**config.mk**
```make
export PLATFORM = sky130hd
export DESIGN_NAME = mips64_integer_execute_unit
export DESIGN_NICKNAME = d
export VERILOG_FILES = /design/src/rtl/core/mieu_pkg.sv /design/src/rtl/core/mieu_muldiv.sv /design/src/rtl/core/mieu_alu.sv /design/src/rtl/core/mips64_integer_execute_unit.sv
export SDC_FILE = /design/constraint.sdc
export NUM_CORES = 2
export LEC_CHECK = 0
export ABC_AREA = 0
export ABC_CLOCK_PERIOD_IN_PS = 32800
export BUFFER_PORTS_ARGS = -buffer_cell sky130_fd_sc_hd__clkbuf_2
export CORE_MARGIN = 2
export CORE_UTILIZATION = 30
export DETAILED_ROUTE_END_ITERATION = 8
export PLACE_DENSITY_LB_ADDON = 0.2
export SYNTH_ARGS = -nofsm -noshare
export SYNTH_HDL_FRONTEND = slang
export SYNTH_SLANG_ARGS = --single-unit
```
**constraint.sdc**
```tcl
create_clock -name clk -period 32.8 [get_ports clk]
set_clock_uncertainty 0.1 [all_clocks]
set_input_delay 3.28 -clock clk [delete_from_list [all_inputs] [get_ports clk]]
set_output_delay 3.28 -clock clk [all_outputs]
set_load 0.05 [all_outputs]
```
**src/rtl/core/mieu_pkg.sv**
```systemverilog
// Package for the MIPS64 integer execute unit: operation codes, widths,
// state type and mul/div command/status structs. No dependencies.
package mieu_pkg;

  localparam int unsigned DataW = 64;
  localparam int unsigned HalfW = 32;
  localparam int unsigned CntW  = 7;

  typedef enum logic [5:0] {
    OP_ADD = 6'd0, OP_ADDI = 6'd1, OP_ADDIU = 6'd2, OP_ADDU = 6'd3, OP_AND = 6'd4,
    OP_ANDI = 6'd5, OP_DADD = 6'd6, OP_DADDI = 6'd7, OP_DADDIU = 6'd8, OP_DADDU = 6'd9,
    OP_DDIV = 6'd10, OP_DDIVU = 6'd11, OP_DIV = 6'd12, OP_DIVU = 6'd13, OP_DMULT = 6'd14,
    OP_DMULTU = 6'd15, OP_DSLL = 6'd16, OP_DSLL32 = 6'd17, OP_DSLLV = 6'd18,
    OP_DSRA = 6'd19, OP_DSRA32 = 6'd20, OP_DSRAV = 6'd21, OP_DSRL = 6'd22,
    OP_DSRL32 = 6'd23, OP_DSRLV = 6'd24, OP_DSUB = 6'd25, OP_DSUBU = 6'd26,
    OP_LUI = 6'd27, OP_MFHI = 6'd28, OP_MFLO = 6'd29, OP_MTHI = 6'd30, OP_MTLO = 6'd31,
    OP_MULT = 6'd32, OP_MULTU = 6'd33, OP_NOR = 6'd34, OP_OR = 6'd35, OP_ORI = 6'd36,
    OP_SLL = 6'd37, OP_SLLV = 6'd38, OP_SLT = 6'd39, OP_SLTI = 6'd40, OP_SLTIU = 6'd41,
    OP_SLTU = 6'd42, OP_SRA = 6'd43, OP_SRAV = 6'd44, OP_SRL = 6'd45, OP_SRLV = 6'd46,
    OP_SUB = 6'd47, OP_SUBU = 6'd48, OP_XOR = 6'd49, OP_XORI = 6'd50
  } op_t;

  typedef enum logic [2:0] {
    ST_IDLE, ST_ALU, ST_MUL, ST_DIV, ST_FIX, ST_DONE
  } state_t;

  // mul/div unit control
  typedef struct packed {
    logic       start;
    logic       is_div;
    logic       is_signed;
    logic       is_word;
  } md_cmd_t;

  typedef struct packed {
    logic       done;
    logic       write;
  } md_sts_t;

endpackage

```
**src/rtl/core/mieu_muldiv.sv**
```systemverilog
// Bit-serial shift-add multiplier and restoring divider for HI/LO.
// Depends on mieu_pkg.
module mieu_muldiv import mieu_pkg::*; (
  input  logic             clk,
  input  logic             rst,
  input  md_cmd_t          cmd,
  input  logic [DataW-1:0] a_in,
  input  logic [DataW-1:0] b_in,
  output md_sts_t          sts,
  output logic [DataW-1:0] hi_res,
  output logic [DataW-1:0] lo_res
);

  logic             busy;
  logic             fix;
  logic [CntW-1:0]  cnt;
  logic             is_div, neg_q, neg_r, word;
  logic [DataW-1:0] acc;   // product high / remainder
  logic [DataW-1:0] sh;    // multiplier low / quotient
  logic [DataW-1:0] bb;
  logic [DataW:0]   sum;
  logic [DataW:0]   diff;
  logic [DataW-1:0] a_op, b_op, a_mag, b_mag;
  logic             zero_div;
  logic [DataW-1:0] q_f, r_f, p_hi, p_lo;

  always_comb begin
    a_op = a_in;
    b_op = b_in;
    if (cmd.is_word) begin
      a_op = cmd.is_signed ? {{HalfW{a_in[HalfW-1]}}, a_in[HalfW-1:0]}
                           : {{HalfW{1'b0}}, a_in[HalfW-1:0]};
      b_op = cmd.is_signed ? {{HalfW{b_in[HalfW-1]}}, b_in[HalfW-1:0]}
                           : {{HalfW{1'b0}}, b_in[HalfW-1:0]};
    end
    a_mag = (cmd.is_signed && a_op[DataW-1]) ? DataW'(0) - a_op : a_op;
    b_mag = (cmd.is_signed && b_op[DataW-1]) ? DataW'(0) - b_op : b_op;
    zero_div = (b_op == '0);
    sum  = {1'b0, acc} + (sh[0] ? {1'b0, bb} : {(DataW+1){1'b0}});
    diff = {acc[DataW-2:0], sh[DataW-1]} - {1'b0, bb};
    q_f  = neg_q ? DataW'(0) - sh : sh;
    r_f  = neg_r ? DataW'(0) - acc : acc;
    p_lo = sh;
    p_hi = acc;
    if (neg_q) begin
      p_lo = ~sh + DataW'(1);
      p_hi = ~acc + DataW'(sh == '0);
    end
  end

  always_ff @(posedge clk) begin
    if (rst) begin
      busy <= 1'b0;
      fix  <= 1'b0;
      sts  <= '0;
      cnt  <= '0;
    end else begin
      if (cmd.start) begin
        is_div <= cmd.is_div;
        word   <= cmd.is_word;
        neg_q  <= cmd.is_signed && (a_op[DataW-1] ^ b_op[DataW-1]);
        neg_r  <= cmd.is_signed && a_op[DataW-1];
        acc    <= '0;
        sh     <= a_mag;
        bb     <= b_mag;
        cnt    <= '0;
        sts    <= '{done: cmd.is_div && zero_div, write: 1'b0};
        if (!(cmd.is_div && zero_div)) busy <= 1'b1;
      end else if (busy) begin
        sts <= '0;
        if (is_div) begin
          if (!diff[DataW]) begin
            acc <= diff[DataW-1:0];
            sh  <= {sh[DataW-2:0], 1'b1};
          end else begin
            acc <= {acc[DataW-2:0], sh[DataW-1]};
            sh  <= {sh[DataW-2:0], 1'b0};
          end
        end else begin
          {acc, sh} <= {sum, sh[DataW-1:1]};
        end
        cnt <= cnt + CntW'(1);
        if (cnt == CntW'(DataW-1)) begin
          busy <= 1'b0;
          fix  <= 1'b1;
        end
      end else if (fix) begin
        fix <= 1'b0;
        sts <= '{done: 1'b1, write: 1'b1};
        if (is_div) begin
          hi_res <= word ? {{HalfW{r_f[HalfW-1]}}, r_f[HalfW-1:0]} : r_f;
          lo_res <= word ? {{HalfW{q_f[HalfW-1]}}, q_f[HalfW-1:0]} : q_f;
        end else if (word) begin
          hi_res <= {{HalfW{p_lo[DataW-1]}}, p_lo[DataW-1:HalfW]};
          lo_res <= {{HalfW{p_lo[HalfW-1]}}, p_lo[HalfW-1:0]};
        end else begin
          hi_res <= p_hi;
          lo_res <= p_lo;
        end
      end else begin
        sts <= '0;
      end
    end
  end

endmodule

```
**src/rtl/core/mieu_alu.sv**
```systemverilog
// ALU for the operations other than multiply and divide, registered output.
// Depends on mieu_pkg.
module mieu_alu import mieu_pkg::*; (
  input  logic             clk,
  input  op_t              op,
  input  logic [DataW-1:0] rs,
  input  logic [DataW-1:0] rt,
  input  logic [15:0]      imm,
  input  logic [4:0]       sa,
  input  logic [DataW-1:0] hi,
  input  logic [DataW-1:0] lo,
  output logic [DataW-1:0] res,
  output logic             wr,
  output logic             to_rt
);

  logic [DataW-1:0] simm, zimm, sum, dif, r, rt32s, rt32z;
  logic [5:0]       s64;
  logic [4:0]       s32;
  logic             w, t;

  function automatic logic [DataW-1:0] sx(input logic [DataW-1:0] x);
    sx = {{HalfW{x[HalfW-1]}}, x[HalfW-1:0]};
  endfunction

  always_comb begin
    simm  = {{48{imm[15]}}, imm};
    zimm  = {48'd0, imm};
    sum   = rs + ((op == OP_ADD || op == OP_ADDU || op == OP_DADD || op == OP_DADDU)
                  ? rt : simm);
    dif   = rs - rt;
    rt32s = sx(rt);
    rt32z = {{HalfW{1'b0}}, rt[HalfW-1:0]};
    s64   = rs[5:0];
    s32   = rs[4:0];
    r = '0;
    w = 1'b1;
    t = 1'b0;
    unique case (op)
      OP_ADD, OP_ADDU: r = sx(sum);
      OP_ADDI, OP_ADDIU: begin r = sx(sum); t = 1'b1; end
      OP_AND: r = rs & rt;
      OP_ANDI: begin r = rs & zimm; t = 1'b1; end
      OP_DADD, OP_DADDU: r = sum;
      OP_DADDI, OP_DADDIU: begin r = sum; t = 1'b1; end
      OP_DSLL: r = rt << sa;
      OP_DSLL32: r = rt << {1'b1, sa};
      OP_DSLLV: r = rt << s64;
      OP_DSRA: r = DataW'($signed(rt) >>> sa);
      OP_DSRA32: r = DataW'($signed(rt) >>> {1'b1, sa});
      OP_DSRAV: r = DataW'($signed(rt) >>> s64);
      OP_DSRL: r = rt >> sa;
      OP_DSRL32: r = rt >> {1'b1, sa};
      OP_DSRLV: r = rt >> s64;
      OP_DSUB, OP_DSUBU: r = dif;
      OP_LUI: begin r = sx({32'd0, imm, 16'd0}); t = 1'b1; end
      OP_MFHI: r = hi;
      OP_MFLO: r = lo;
      OP_NOR: r = ~(rs | rt);
      OP_OR: r = rs | rt;
      OP_ORI: begin r = rs | zimm; t = 1'b1; end
      OP_SLL: r = sx(rt << sa);
      OP_SLLV: r = sx(rt << s32);
      OP_SLT: r = DataW'($signed(rs) < $signed(rt));
      OP_SLTI: begin r = DataW'($signed(rs) < $signed(simm)); t = 1'b1; end
      OP_SLTIU: begin r = DataW'(rs < zimm); t = 1'b1; end
      OP_SLTU: r = DataW'(rs < rt);
      OP_SRA: r = DataW'($signed(rt32s) >>> sa);
      OP_SRAV: r = DataW'($signed(rt32s) >>> s32);
      OP_SRL: r = sx(rt32z >> sa);
      OP_SRLV: r = sx(rt32z >> s32);
      OP_SUB, OP_SUBU: r = sx(dif);
      OP_XOR: r = rs ^ rt;
      OP_XORI: begin r = rs ^ zimm; t = 1'b1; end
      default: w = 1'b0;
    endcase
  end

  always_ff @(posedge clk) begin
    res   <= w ? r : '0;
    wr    <= w;
    to_rt <= w & t;
  end

endmodule

```
**src/rtl/core/mips64_integer_execute_unit.sv**
```systemverilog
// Channel   | signals                                          | handshake
// command   | action rs_value rt_value immediate shift_amount | start & !busy
// result    | result writes_register dest_is_rt               | done (1 cycle)
// ALU, MFHI/MFLO items: done in ST_ALU with the registered ALU result.
// MTHI/MTLO: same path. Divide by zero: done from mul/div status in ST_MUL.
// Multiplies and divides: done after the bit-serial steps and the fix-up.
// rst clears HI, LO and control. busy is high from acceptance to done.
// Depends on mieu_pkg, mieu_alu, mieu_muldiv.
module mips64_integer_execute_unit import mieu_pkg::*; (
  input  logic             clk,
  input  logic             rst,
  input  logic             start,
  output logic             busy,
  input  logic [5:0]       action,
  input  logic [63:0]      rs_value,
  input  logic [63:0]      rt_value,
  input  logic [15:0]      immediate,
  input  logic [4:0]       shift_amount,
  output logic             done,
  output logic [63:0]      result,
  output logic             writes_register,
  output logic             dest_is_rt
);

  state_t           state, state_next;
  logic [DataW-1:0] hi, lo, md_hi, md_lo;
  logic [DataW-1:0] alu_res;
  logic             alu_wr, alu_rt;
  md_cmd_t          md_cmd;
  md_sts_t          md_sts;
  op_t              op;
  logic             is_md;

  assign op = op_t'(action);

  always_comb begin
    md_cmd = '0;
    is_md  = 1'b1;
    unique case (op)
      OP_DDIV:   md_cmd = '{start: 1'b1, is_div: 1'b1, is_signed: 1'b1, is_word: 1'b0};
      OP_DDIVU:  md_cmd = '{start: 1'b1, is_div: 1'b1, is_signed: 1'b0, is_word: 1'b0};
      OP_DIV:    md_cmd = '{start: 1'b1, is_div: 1'b1, is_signed: 1'b1, is_word: 1'b1};
      OP_DIVU:   md_cmd = '{start: 1'b1, is_div: 1'b1, is_signed: 1'b0, is_word: 1'b1};
      OP_DMULT:  md_cmd = '{start: 1'b1, is_div: 1'b0, is_signed: 1'b1, is_word: 1'b0};
      OP_DMULTU: md_cmd = '{start: 1'b1, is_div: 1'b0, is_signed: 1'b0, is_word: 1'b0};
      OP_MULT:   md_cmd = '{start: 1'b1, is_div: 1'b0, is_signed: 1'b1, is_word: 1'b1};
      OP_MULTU:  md_cmd = '{start: 1'b1, is_div: 1'b0, is_signed: 1'b0, is_word: 1'b1};
      default:   is_md = 1'b0;
    endcase
    md_cmd.start = md_cmd.start && start && state == ST_IDLE;
  end

  mieu_alu u_alu (
    .clk(clk), .op(op), .rs(rs_value), .rt(rt_value), .imm(immediate),
    .sa(shift_amount), .hi(hi), .lo(lo), .res(alu_res), .wr(alu_wr), .to_rt(alu_rt)
  );

  mieu_muldiv u_md (
    .clk(clk), .rst(rst), .cmd(md_cmd), .a_in(rs_value), .b_in(rt_value),
    .sts(md_sts), .hi_res(md_hi), .lo_res(md_lo)
  );

  always_comb begin
    state_next = state;
    unique case (state)
      ST_IDLE: if (start) state_next = is_md ? ST_MUL : ST_ALU;
      ST_ALU:  state_next = ST_IDLE;
      ST_MUL:  if (md_sts.done) state_next = ST_IDLE;
      default: state_next = ST_IDLE;
    endcase
  end

  always_ff @(posedge clk) begin
    if (rst) begin
      state <= ST_IDLE;
      hi    <= '0;
      lo    <= '0;
    end else begin
      state <= state_next;
      if (state == ST_IDLE && start && op == OP_MTHI) hi <= rs_value;
      if (state == ST_IDLE && start && op == OP_MTLO) lo <= rs_value;
      if (state == ST_MUL && md_sts.done && md_sts.write) begin
        hi <= md_hi;
        lo <= md_lo;
      end
    end
  end

  assign busy            = (state != ST_IDLE);
  assign done            = (state == ST_ALU) || (state == ST_MUL && md_sts.done);
  assign result          = (state == ST_ALU) ? alu_res : '0;
  assign writes_register = (state == ST_ALU) && alu_wr;
  assign dest_is_rt      = (state == ST_ALU) && alu_rt;

endmodule

```
==> flow_metrics.py <==
metrics = {
    "yosys": {
        "synthCells": 10200,
        "synth_area_leaders": "edfxtp_1 (13%), mux2i_1 (11%), ha_1 (8.1%)",
        "synth.distinct_cells": 99,
        "syn_avg_cell_area_um2": 7.54,
        "synth_area_um2": 76700,
        "seq_area_frac_synth_pct": 18.1,
        "async_reset_ff_share_pct": 0,
        "synth_seq_cells": 531,
        "synth.top_cell.area_share_pct": 12.7,
        "synth.largest_area_cell": "edfxtp_1",
        "synthTopCellsByCount": "nor2_1 (1056), nand2_1 (1007), a21oi_1 (933)",
        "syn_nets": 10800,
        "yosysMostFrequentCell": "nor2_1",
        "synth_edf_count": 324,
        "synthFlopType": "edfxtp_1",
        "ys_warn_count": 0,
    },
    "drt": {
        "wl_per_cell_um": 39.3,
        "wl_um": 526000,
        "drc": 0,
        "via_per_inst": 6.56,
        "drtAntennaViolNets": 0,
        "dr.pass1.iters": 8,
        "drt_iter0_markers": 11500,
        "vias": 87900,
    },
    "layout": {
        "drive_gt1_share_pct": 10.4,
        "seqCellArea_um2": 13900,
        "multi_input_area_um2": 58600,
        "fin_area_um2": 84300,
        "nFillCells": 27500,
        "syn_to_final_growth_pct": 9.87,
        "layout.nets": 10600,
    },
    "timing": {
        "setup_violations": 0,
        "maxSlewHeadroom_pct": 1.80,
        "max_freq_mhz": 98.6,
        "setup_ws_ns": 22.66,
        "hold_ws_ns": 0.394,
        "min_period_ns": 10.14,
        "fin_crit_sh_pct": 30.9,
        "finalMaxSlewViolations": 0,
        "rsz0062_at_grt": "false",
        "finalSetupTns_ns": 0,
        "finalHoldViolCount": 0,
        "worstMarginPinSlew_ns": 1.47,
    },
    "clock_network": {
        "clkLatencyLatePin_ns": 0.73,
        "hold_buffers": 0,
        "post_cts_resized": 0,
        "cts_max_level": 3,
        "cts_tree": "built",
        "root_buffer": "clkbuf_16",
        "post-cts-setup-buffers": 0,
        "numClockSinks": 531,
        "cts_buffers": 71,
        "clk_pin_slew_ns": 0.07,
        "clk_path_buf_depth": 3,
    },
    "worst_hold_path": {
        "worstHoldPathType": "flip-flop to flip-flop",
    },
    "worst_setup_path": {
        "start_kind": "input pin",
        "crit_path_frequent_cell": "a21oi_1",
        "critPathKind": "input pin to flip-flop",
        "slowest_stage": "o41ai_1",
        "worstPathMaxFanout": 44,
        "crit_arrival_ns": 10.65,
        "cp-end-kind": "flip-flop",
        "path_cells": "clkbuf_2 > or2_2 > nor2_1 > a21oi_1 > o22ai_1 > and2_2 > buf_12 > nor2_4 > buf_4 > a21o_1 > ha_1 > a21oi_1 > nand2b_1 > a21oi_1 > o41ai_1 > nor3b_1 > o41ai_1 > nor2_1 > a31oi_1 > nor3_1 > a31o_2 > nor4b_1 > or4_1",
        "crit_path_max_incr_delay_ns": 0.76,
        "cp.required_ns": 33.31,
    },
    "power": {
        "p_leak_uw": 0.0334,
        "ir_drop_uv": 37.6,
        "cellPowerDensity_nw_per_um2": 32.9,
        "clkPwrFrac_pct": 31.0,
        "p_sw_share_pct": 44.8,
        "switching_power_uw": 1240,
        "p_seq_share_pct": 27.2,
        "p_int_uw": 1530,
        "pwr-share-comb_pct": 41.9,
        "total_power_uw": 2770,
    },
    "placed_design": {
        "port_buffers": 225,
        "place_area_um2": 81800,
        "dpl_worst_slack_ns": 22.01,
        "dpl.hpwl_um": 408000,
        "routabilityCongestion": 1.07,
    },
    "grt": {
        "antenna_found_initial": 82,
        "track_usage_pct": 38.8,
        "grt_pass1_vias": 82600,
        "grt.overflow.total": 0,
        "grt_pass1_wl_um": 706000,
        "grt_max_degree": 168,
    },
    "die": {
        "die_h_um": 510,
        "ioPinCount": 226,
        "core-area_um2": 254000,
        "start_util_pct": 30.2,
        "dieArea_um2": 260000,
        "row_count": 185,
        "die_w_um": 510,
    },
    "job": {
        "maxCapViolCount": 0,
    },
    "run_status": {
        "outcome": "finished, final reports clean",
    },
}
==> power by group through the flow <==
stage                     sequential, uW  combinational, uW  clock [uW]
after global routing                 752               1180         889
after CTS                            750               1110         871
after detailed placement             765               1100           0
after floorplan                      749                621           0
after global placement               765               1110           0
final                                752               1160         858
==> cell type report <==
cell class,instances,area share (%)
Inverter,357,1.59
Clock inverter,46,0.681
Clock buffer,85,2.22
Tap cell,3366,5.00
Timing Repair Buffer,564,4.42
Sequential cell,531,16.5
Antenna cell,30,0.0891
Multi-Input combinational cell,8404,69.5
==> path summary, 6_finish.rpt <==
path                         startpoint  cells past startpoint                        end  slack [ns]
setup / recovery              action[0]                     23   u_alu.res[57]$_SDFF_PN0_       22.66
hold reg to reg   u_md.fix$_SDFFE_PP0P_                      1      u_md.fix$_SDFFE_PP0P_        0.39
hold / removal    u_md.fix$_SDFFE_PP0P_                      1      u_md.fix$_SDFFE_PP0P_        0.39
setup reg to reg   u_md.sh[0]$_DFFE_PP_                     17  u_md.hi_res[52]$_DFFE_PP_       25.17
==> cells in the final DEF, fill, tap and decap left out, drive strengths merged, types with 60 or more instances in the layout <==
| master | n |
|---|---|
| nand3 | 241 |
| and3 | 75 |
| clkbuf | 301 |
| o221ai | 67 |
| nor2 | 1057 |
| xor2 | 131 |
| o21bai | 62 |
| ha | 496 |
| nor4 | 66 |
| xnor2 | 302 |
| a221oi | 102 |
| o21ai | 721 |
| and2 | 114 |
| dfxtp | 207 |
| or3 | 95 |
| nand2 | 1009 |
| buf | 348 |
| o22ai | 60 |
| a22oi | 97 |
| a211oi | 284 |
| nand2b | 64 |
| a31oi | 97 |
| o211ai | 131 |
| mux2i | 808 |
| inv | 351 |
| a21o | 184 |
| nand4 | 110 |
| a21oi | 935 |
| nor2b | 72 |
| nor3 | 200 |
| o31ai | 66 |
| edfxtp | 324 |
| mux4 | 179 |
==> critical path, delay by kind of cell <==
kind	cells	cell delay [ns]
AOI/OAI and AO/OA	9	3.19
adders and majority gates	1	0.36
buffers and inverters	3	0.91
and+or+nand+nor	10	2.85
==> flip-flops by register name, summed over array words and instances, names as in the netlist <==
register and flops:
hi 64, lo 64, state 2, u_alu.res 64, u_alu.to_rt 1, u_alu.wr 1
u_md.acc 64, u_md.bb 64, u_md.busy 1, u_md.cnt 7, u_md.fix 1, u_md.hi_res 64
u_md.is_div 1, u_md.lo_res 64, u_md.neg_q 1, u_md.neg_r 1, u_md.sh 64, u_md.sts 2
u_md.word 1
==> through the flow <==
stage	utilization [%]	instances
2_1_floorplan	-	10200
3_3_place_gp	32.2	13200
3_5_place_dp	32.2	13200
4_1_cts	33.1	13400
5_1_grt	33.1	13400
6_report	33.2	13400
==> kinds of logic (layout without fill, tap and decap cells) <==
logic type,count (synthesis),count (layout),synth area share [%]
simple gates,3238,3238,19.3
compound gates,3213,3213,26.9
buf+inv,1242,1052,6.29
mux,1020,1020,16.3
flops,531,531,18.1
fa+ha+maj,500,500,8.19
xor+xnor,433,433,4.94
other cells,0,30,0
==> metal layers <==
layer	vias to the layer above	wire length (um)	global-route usage [%]	share of wire [%]
met5	-	184	0	0.035
met4	28	38200	24.0	7.3
met3	1178	44100	6.98	8.4
met2	5195	231000	60.6	44
met1	44000	212000	49.5	40
li1	37400	-	-	-
(Power assumes the default switching activity.)
